[src/rtl/core/mqrf_pkg.sv]
// shared types and constants for the multi-queue ring fifo manager
// command and status codes, field widths, parameter defaults and the sequencer states
// no dependencies
package mqrf_pkg;

  localparam int CMD_W   = 2;
  localparam int QNUM_W  = 3;
  localparam int CAP_W   = 5;
  localparam int DATA_W  = 32;
  localparam int STAT_W  = 3;

  localparam int NUM_QUEUES_DEF  = 8;
  localparam int QUEUE_DEPTH_DEF = 16;
  localparam int WORD_WIDTH_DEF  = 32;

  typedef enum logic [CMD_W-1:0] {
    CMD_ALLOCATE = 2'd0,
    CMD_ENQUEUE  = 2'd1,
    CMD_DEQUEUE  = 2'd2,
    CMD_RELEASE  = 2'd3
  } command_t;

  typedef enum logic [STAT_W-1:0] {
    ST_OK      = 3'd0,
    ST_NO_FREE = 3'd1,
    ST_UNUSED  = 3'd2,
    ST_FULL    = 3'd3,
    ST_EMPTY   = 3'd4,
    ST_BAD_CAP = 3'd5
  } status_t;

  typedef enum logic [1:0] {
    SEQ_IDLE,
    SEQ_EXEC,
    SEQ_DONE
  } state_t;

endpackage

[src/rtl/core/multi_queue_ring_fifo_manager.sv]
// multi-queue ring fifo manager: a request passes through the sequencer states
// exec and done before its response (longer while the response is stalled); the
// next request is taken only back in idle, after the read-modify-write of the
// descriptor memory and the registered read of the entry store. rst clears the
// in-use flags, the sequencer and response valid; neither memory is cleared.
// depends on mqrf_pkg and mqrf_free_search
module multi_queue_ring_fifo_manager
  import mqrf_pkg::*;
#(
  parameter int NUM_QUEUES  = NUM_QUEUES_DEF,
  parameter int QUEUE_DEPTH = QUEUE_DEPTH_DEF,
  parameter int WORD_WIDTH  = WORD_WIDTH_DEF
) (
  input  logic              clk,
  input  logic              rst,
  input  logic              req_valid,
  output logic              req_stall,
  input  logic [CMD_W-1:0]  command,
  input  logic [QNUM_W-1:0] queue_number,
  input  logic [CAP_W-1:0]  capacity,
  input  logic [DATA_W-1:0] data_in,
  output logic              rsp_valid,
  input  logic              rsp_stall,
  output logic [STAT_W-1:0] status,
  output logic [QNUM_W-1:0] queue_out,
  output logic [DATA_W-1:0] data_out
);

  localparam int QIDX_W   = (NUM_QUEUES > 1) ? $clog2(NUM_QUEUES) : 1;
  localparam int PTR_W    = $clog2(QUEUE_DEPTH);
  localparam int FILL_W   = $clog2(QUEUE_DEPTH + 1);
  localparam int CMP_W    = (FILL_W > CAP_W) ? FILL_W : CAP_W;
  localparam int DESC_W   = CAP_W + 2 * PTR_W + FILL_W;
  localparam int ENTRIES  = NUM_QUEUES * QUEUE_DEPTH;
  localparam int ENTRY_AW = $clog2(ENTRIES);
  localparam int XW       = (WORD_WIDTH > DATA_W) ? WORD_WIDTH : DATA_W;
  // descriptor layout: capacity | read pointer | write pointer | fill count
  localparam int FILL_LO  = 0;
  localparam int WP_LO    = FILL_W;
  localparam int RP_LO    = FILL_W + PTR_W;
  localparam int CAP_LO   = FILL_W + 2 * PTR_W;

  state_t state, state_next;

  logic [NUM_QUEUES-1:0] in_use;
  logic [NUM_QUEUES-1:0] in_use_next;

  command_t              cmd;
  logic [QNUM_W-1:0]     qn;
  logic [CAP_W-1:0]      cap_req;
  logic [WORD_WIDTH-1:0] word;
  logic                  deq_ok;
  logic                  deq_ok_next;
  status_t               res_status;
  status_t               res_status_next;
  logic [QNUM_W-1:0]     res_queue;
  logic [QNUM_W-1:0]     res_queue_next;

  logic [DESC_W-1:0]     desc_mem [NUM_QUEUES];
  logic [DESC_W-1:0]     desc_rd;
  logic                  desc_re;
  logic [QIDX_W-1:0]     desc_raddr;
  logic                  desc_we;
  logic [QIDX_W-1:0]     desc_waddr;
  logic [DESC_W-1:0]     desc_wdata;

  logic [WORD_WIDTH-1:0] entry_mem [ENTRIES];
  logic [WORD_WIDTH-1:0] entry_rd;
  logic                  entry_we;
  logic                  entry_re;
  logic [ENTRY_AW-1:0]   entry_addr;

  logic                  accept;
  logic                  rsp_load;
  logic                  in_range_req;
  logic                  q_ok;
  logic [QIDX_W-1:0]     q_idx;
  logic                  free_found;
  logic [QIDX_W-1:0]     free_idx;
  logic                  bad_cap;

  logic [CAP_W-1:0]      d_cap;
  logic [PTR_W-1:0]      d_rp;
  logic [PTR_W-1:0]      d_wp;
  logic [FILL_W-1:0]     d_fill;
  logic [FILL_W-1:0]     wp_inc;
  logic [FILL_W-1:0]     rp_inc;
  logic [PTR_W-1:0]      wp_adv;
  logic [PTR_W-1:0]      rp_adv;

  logic [XW-1:0]         word_ext;
  logic [XW-1:0]         rd_ext;

  mqrf_free_search #(
    .NUM_QUEUES (NUM_QUEUES),
    .QIDX_W     (QIDX_W)
  ) u_free_search (
    .in_use   (in_use),
    .found    (free_found),
    .free_idx (free_idx)
  );

  assign accept    = (state == SEQ_IDLE) && req_valid;
  assign req_stall = (state != SEQ_IDLE);
  assign rsp_load  = (state == SEQ_DONE) && (!rsp_valid || !rsp_stall);

  assign word_ext = XW'(data_in);

  // request capture
  always_ff @(posedge clk) begin
    if (accept) begin
      cmd     <= command_t'(command);
      qn      <= queue_number;
      cap_req <= capacity;
      word    <= word_ext[WORD_WIDTH-1:0];
    end
  end

  // descriptor read is issued with the request transaction
  assign in_range_req = 32'(queue_number) < NUM_QUEUES;
  assign desc_re      = accept;
  assign desc_raddr   = in_range_req ? QIDX_W'(queue_number) : '0;

  always_ff @(posedge clk) begin
    if (desc_re) begin
      desc_rd <= desc_mem[desc_raddr];
    end
    if (desc_we) begin
      desc_mem[desc_waddr] <= desc_wdata;
    end
  end

  always_ff @(posedge clk) begin
    if (entry_re) begin
      entry_rd <= entry_mem[entry_addr];
    end
    if (entry_we) begin
      entry_mem[entry_addr] <= word;
    end
  end

  assign d_cap  = desc_rd[CAP_LO +: CAP_W];
  assign d_rp   = desc_rd[RP_LO +: PTR_W];
  assign d_wp   = desc_rd[WP_LO +: PTR_W];
  assign d_fill = desc_rd[FILL_LO +: FILL_W];

  // pointers wrap to zero at the queue's own capacity
  assign wp_inc = FILL_W'(d_wp) + FILL_W'(1);
  assign rp_inc = FILL_W'(d_rp) + FILL_W'(1);
  assign wp_adv = (CMP_W'(wp_inc) >= CMP_W'(d_cap)) ? '0 : wp_inc[PTR_W-1:0];
  assign rp_adv = (CMP_W'(rp_inc) >= CMP_W'(d_cap)) ? '0 : rp_inc[PTR_W-1:0];

  assign q_idx   = QIDX_W'(qn);
  assign q_ok    = (32'(qn) < NUM_QUEUES) && in_use[q_idx];
  assign bad_cap = (cap_req == '0) || (32'(cap_req) > QUEUE_DEPTH);

  always_comb begin
    in_use_next     = in_use;
    res_status_next = res_status;
    res_queue_next  = res_queue;
    deq_ok_next     = deq_ok;
    desc_we         = 1'b0;
    desc_waddr      = q_idx;
    desc_wdata      = desc_rd;
    entry_we        = 1'b0;
    entry_re        = 1'b0;
    entry_addr      = ENTRY_AW'(32'(q_idx) * QUEUE_DEPTH + 32'(d_wp));
    if (state == SEQ_EXEC) begin
      res_status_next = ST_OK;
      res_queue_next  = qn;
      deq_ok_next     = 1'b0;
      unique case (cmd)
        CMD_ALLOCATE: begin
          priority if (bad_cap) begin
            res_status_next = ST_BAD_CAP;
          end else if (!free_found) begin
            res_status_next = ST_NO_FREE;
          end else begin
            in_use_next[free_idx] = 1'b1;
            desc_we        = 1'b1;
            desc_waddr     = free_idx;
            desc_wdata     = '0;
            desc_wdata[CAP_LO +: CAP_W] = cap_req;
            res_queue_next = QNUM_W'(32'(free_idx));
          end
        end
        CMD_ENQUEUE: begin
          priority if (!q_ok) begin
            res_status_next = ST_UNUSED;
          end else if (CMP_W'(d_fill) >= CMP_W'(d_cap)) begin
            res_status_next = ST_FULL;
          end else begin
            entry_we = 1'b1;
            desc_we  = 1'b1;
            desc_wdata[WP_LO +: PTR_W]    = wp_adv;
            desc_wdata[FILL_LO +: FILL_W] = d_fill + FILL_W'(1);
          end
        end
        CMD_DEQUEUE: begin
          entry_addr = ENTRY_AW'(32'(q_idx) * QUEUE_DEPTH + 32'(d_rp));
          priority if (!q_ok) begin
            res_status_next = ST_UNUSED;
          end else if (d_fill == '0) begin
            res_status_next = ST_EMPTY;
          end else begin
            entry_re    = 1'b1;
            deq_ok_next = 1'b1;
            desc_we     = 1'b1;
            desc_wdata[RP_LO +: PTR_W]    = rp_adv;
            desc_wdata[FILL_LO +: FILL_W] = d_fill - FILL_W'(1);
          end
        end
        CMD_RELEASE: begin
          if (!q_ok) begin
            res_status_next = ST_UNUSED;
          end else begin
            in_use_next[q_idx] = 1'b0;
          end
        end
        default: begin
          res_status_next = ST_UNUSED;
        end
      endcase
    end
  end

  always_comb begin
    state_next = state;
    unique case (state)
      SEQ_IDLE: begin
        if (accept) state_next = SEQ_EXEC;
      end
      SEQ_EXEC: begin
        state_next = SEQ_DONE;
      end
      SEQ_DONE: begin
        if (rsp_load) state_next = SEQ_IDLE;
      end
      default: begin
        state_next = SEQ_IDLE;
      end
    endcase
  end

  always_ff @(posedge clk) begin
    if (rst) begin
      state  <= SEQ_IDLE;
      in_use <= '0;
    end else begin
      state  <= state_next;
      in_use <= in_use_next;
    end
  end

  always_ff @(posedge clk) begin
    res_status <= res_status_next;
    res_queue  <= res_queue_next;
    deq_ok     <= deq_ok_next;
  end

  // response register, entry read data holds until the next transaction
  assign rd_ext = XW'(entry_rd);

  always_ff @(posedge clk) begin
    if (rst) begin
      rsp_valid <= 1'b0;
    end else if (rsp_load) begin
      rsp_valid <= 1'b1;
    end else if (!rsp_stall) begin
      rsp_valid <= 1'b0;
    end
  end

  always_ff @(posedge clk) begin
    if (rsp_load) begin
      status    <= res_status;
      queue_out <= res_queue;
      data_out  <= deq_ok ? rd_ext[DATA_W-1:0] : '0;
    end
  end

endmodule

[src/rtl/core/mqrf_free_search.sv]
// lowest-numbered free queue search over the in-use flags
// depends on mqrf_pkg only for the default of NUM_QUEUES
module mqrf_free_search
  import mqrf_pkg::*;
#(
  parameter int NUM_QUEUES = NUM_QUEUES_DEF,
  parameter int QIDX_W     = (NUM_QUEUES > 1) ? $clog2(NUM_QUEUES) : 1
) (
  input  logic [NUM_QUEUES-1:0] in_use,
  output logic                  found,
  output logic [QIDX_W-1:0]     free_idx
);

  // scan downwards so the lowest free queue wins
  always_comb begin
    found    = 1'b0;
    free_idx = '0;
    for (int i = NUM_QUEUES - 1; i >= 0; i--) begin
      if (!in_use[i]) begin
        found    = 1'b1;
        free_idx = QIDX_W'(i);
      end
    end
  end

endmodule

[config.mk]
export PLATFORM = sky130hd
export DESIGN_NAME = multi_queue_ring_fifo_manager
export DESIGN_NICKNAME = d
export VERILOG_FILES = /design/src/rtl/core/mqrf_pkg.sv /design/src/rtl/core/multi_queue_ring_fifo_manager.sv /design/src/rtl/core/mqrf_free_search.sv
export SDC_FILE = /design/constraint.sdc
export NUM_CORES = 2
export LEC_CHECK = 0
export BUFFER_PORTS_ARGS = -buffer_cell sky130_fd_sc_hd__clkbuf_2
export CAP_MARGIN = 5
export CORE_UTILIZATION = 45
export CTS_BUF_LIST = sky130_fd_sc_hd__clkbuf_4 sky130_fd_sc_hd__clkbuf_8 sky130_fd_sc_hd__clkbuf_16
export DETAILED_ROUTE_END_ITERATION = 10
export PLACE_DENSITY_LB_ADDON = 0.1
export SLEW_MARGIN = 20
export SYNTH_ARGS = -nofsm -noshare
export SYNTH_HDL_FRONTEND = slang
export SYNTH_MEMORY_MAX_BITS = 65536
export SYNTH_SLANG_ARGS = --single-unit
[constraint.sdc]
create_clock -name clk -period 9 [get_ports clk]
set_clock_uncertainty 0.05 [all_clocks]
set_input_delay 1.8 -clock clk [delete_from_list [all_inputs] [get_ports clk]]
set_output_delay 1.8 -clock clk [all_outputs]
set_load 0.1 [all_outputs]
==> impl_metrics.py <==
metrics = {
    "routing": {
        "drc_errors": 0,
        "wirelength_mm": 546.5,
        "drt_pre_antenna_iters": 6,
        "num_vias": 98842,
        "drt-initial-drc-count": 12157,
        "wl_per_cell_um": 33.93,
        "final_antenna_net_count": 0,
        "vias_per_cell": 6.137,
    },
    "global_route": {
        "grt-ovfl-total": 0,
        "grt_first_pass_wirelength_mm": 753.7,
        "grt_antenna_before_repair": 61,
        "grt_start_max_net_pins": 129,
        "grt_util_all_layers_pct": 28.13,
        "grt_pass1_vias": 94893,
    },
    "timing": {
        "post-route-min-period_ns": 6.270,
        "worst_pin_slew_ns": 1.275,
        "final-max-slew-violation-count": 0,
        "finalSetupViolations": 0,
        "fin_ws_ns": 2.730,
        "rsz0062_at_grt": "no",
        "fin_setup_tns_ns": 0,
        "min_period_over_period_pct": 69.67,
        "fmax_mhz": 159.5,
        "relSlewSlack_pct": 14.51,
        "final-hold-violation-count": 0,
    },
    "clock_tree": {
        "clockBufferDepth": 4,
        "cts-hold-fix-buffers": 0,
        "cts_tree": "done",
        "clockRootBuffer": "clkbuf_16",
        "cts.sinks": 4388,
        "clk_pin_slew_ns": 0.06,
        "cts-resized-gates": 0,
        "htree_levels": 5,
        "clock_latency_ns": 0.99,
        "post_cts_buffers": 0,
        "cts_buffers": 456,
    },
    "hold_path": {
        "hp-class": "reg -> reg",
    },
    "critical_path": {
        "critPathLaunchType": "flip-flop",
        "worstPathArrival_ns": 6.98,
        "path_max_fanout": 107,
        "end_kind": "flip-flop",
        "path_class": "reg -> reg",
        "worstPathRequired_ns": 9.71,
    },
    "yosys": {
        "synth_nets": 10389,
        "synth_area_leaders": "edfxtp_1, mux2i_1, nand2_1",
        "post_synth_num_cell_types": 64,
        "synthArstFlopShare_pct": 0,
        "syn_area_per_cell_um2": 16.60,
        "synth_top_family_by_area": "multiplexers",
        "synthFlopType": "edfxtp_1",
        "netlist_instances": 10324,
        "muxShareOfSynthArea_pct": 9.275,
        "synthAdderAreaFrac_pct": 0.1387,
        "synth-simple-area-share_pct": 6.390,
        "netlist_top_cells_count": "edfxtp_1, nand2_1, mux2i_1",
        "ys_seq_area_share_pct": 76.82,
        "ys_seq_elements": 4388,
        "synth_top_area_share_pct": 76.69,
        "synth-edff-count": 4377,
        "syn_area_um2": 171400,
        "synth_compound_area_share_pct": 5.693,
        "yosysTopAreaCell": "edfxtp_1",
        "synthXorXnorAreaFrac_pct": 0.03066,
        "yosys_warnings": 0,
        "synth.most_common_cell": "edfxtp_1",
    },
    "placement": {
        "io_buffers": 85,
        "routabilityCongestion": 0.8678,
        "hpwlAfterDp_mm": 307.9,
        "dpl_worst_slack_ns": 2.789,
    },
    "floorplanning": {
        "fp.coreArea_um2": 378900,
        "die-area_um2": 383300,
        "fp.dieH_um": 619.1,
        "die_w_um": 619.1,
        "io_pins": 86,
        "rows": 226,
        "start_util_pct": 45.23,
    },
    "pwr": {
        "p_leak_nw": 64.30,
        "ir_drop_uv": 167.6,
        "power_density_nw_per_um2": 226.5,
    },
    "cells_and_area": {
        "areaGrowthSynthToFinish_pct": 13.97,
        "drive_gt1_share_pct": 15.50,
        "fill_cells": 30627,
        "final_core_util_pct": 51.55,
        "nets": 10695,
    },
    "run": {
        "drv_cap": 0,
    },
    "status": {
        "status": "finished clean",
    },
}
## state kept, by name, summed over array words and instances (netlist names), 5 cells and up
register	cells
entry_rd	32
in_use	8
data_out	32
desc_mem	144
entry_mem	4096
word	32
desc_rd	18
cap_req	5
## per-stage QoR
stage | cell area, um^2 | total power, mW | hold WS (ns) | std cells
after floorplan | 171400 | 24.72 | 0.3503 | 10324
after global placement | 180200 | 26.05 | 0.3562 | 15176
final | 195300 | 44.24 | 0.3742 | 16107
after global routing | 195300 | 45.35 | 0.3773 | 16092
after detailed placement | 180400 | 26.11 | 0.3598 | 15188
after CTS | 195100 | 44.48 | 0.3736 | 16026
## kinds of logic (layout without fill, tap and decap cells)
group                      count (synthesis)  after routing
DFF                                     4388           4388
and+or+nand+nor                         2414           2414
AOI/OAI and AO/OA                       1508           1508
muxes                                   1328           1328
buffers and inverters                    661           1347
adders and majority gates                 19             19
xor gates and xnor gates                   6              6
other                                      0             81
## worst max-delay path, cell delays in order, from the launching register on
cell and delay, ns:
edfxtp_1 0.58, and4bb_4 0.80, mux2_8 0.72, buf_12 0.46
buf_4 0.47, buf_12 0.41, mux4_2 0.41, a211oi_1 0.39
nand3_1 0.72, and3_1 0.48
## worst paths after layout
check	from	endpoint	slack, ns	cells past startpoint
hold / removal	res_status[1]	status[1]	0.37	0
setup / recovery	cmd[0]	entry_rd[0]	2.73	9
hold reg to reg	res_status[1]	status[1]	0.37	0
setup reg to reg	cmd[0]	entry_rd[0]	2.73	9
## cell type report
type,instances,area [um^2],area share (%)
antenna,81,202.7,0.1038
clock buffer,564,12380,6.338
multi-input combinational,5275,38480,19.70
inverter,18,67.56,0.03459
timing repair buffer,491,3959,2.027
sequential,4388,131700,67.40
tap,5016,6276,3.213
clock inverter,274,2307,1.181
## metal layers
| metal | track usage (%) | wire (um) |
|---|---|---|
| met1 | 40.08 | 228600 |
| met2 | 43.96 | 251400 |
| met3 | 4.544 | 45760 |
| met4 | 9.975 | 20660 |
| met5 | 0 | 34 |
## cells in the final DEF (no fill, tap or decap), types with 11 or more instances in the layout
master | Yosys | routed
edfxtp_1 | 4377 | 4377
nand2_1 | 1239 | 1231
mux2i_1 | 1061 | 1053
clkbuf_16 | 0 | 464
a21oi_1 | 410 | 408
buf_4 | 23 | 365
o22ai_1 | 319 | 319
nand2b_1 | 263 | 261
nand3_1 | 239 | 239
mux4_2 | 201 | 201
o21ai_0 | 171 | 167
a211oi_1 | 186 | 141
nor3_1 | 133 | 133
nor2_4 | 0 | 133
o221ai_1 | 126 | 126
clkinv_1 | 1 | 122
nor2_1 | 251 | 112
nand4_1 | 108 | 108
clkbuf_4 | 0 | 97
clkinv_2 | 0 | 85
clkbuf_2 | 0 | 85
diode_2 | 0 | 81
a31oi_1 | 70 | 70
nor4_1 | 73 | 64
a221oi_1 | 63 | 63
mux2_2 | 64 | 62
a32oi_1 | 62 | 62
a211oi_2 | 0 | 44
a22oi_1 | 37 | 37
and3_1 | 36 | 36
buf_12 | 0 | 36
a22o_1 | 33 | 33
bufinv_16 | 0 | 33
and2_1 | 32 | 32
ha_1 | 19 | 19
inv_1 | 17 | 16
clkinvlp_4 | 0 | 11
dfxtp_1 | 11 | 11
## report_power, final
group	leakage (nW)	switching (mW)	internal, mW
Clock	7.33	7.88	10.7
Sequential	39.5	0.0199	22.6
Combinational	17.5	2.25	0.843
Total	64.3	10.1	34.1
(Power assumes the default switching activity.)
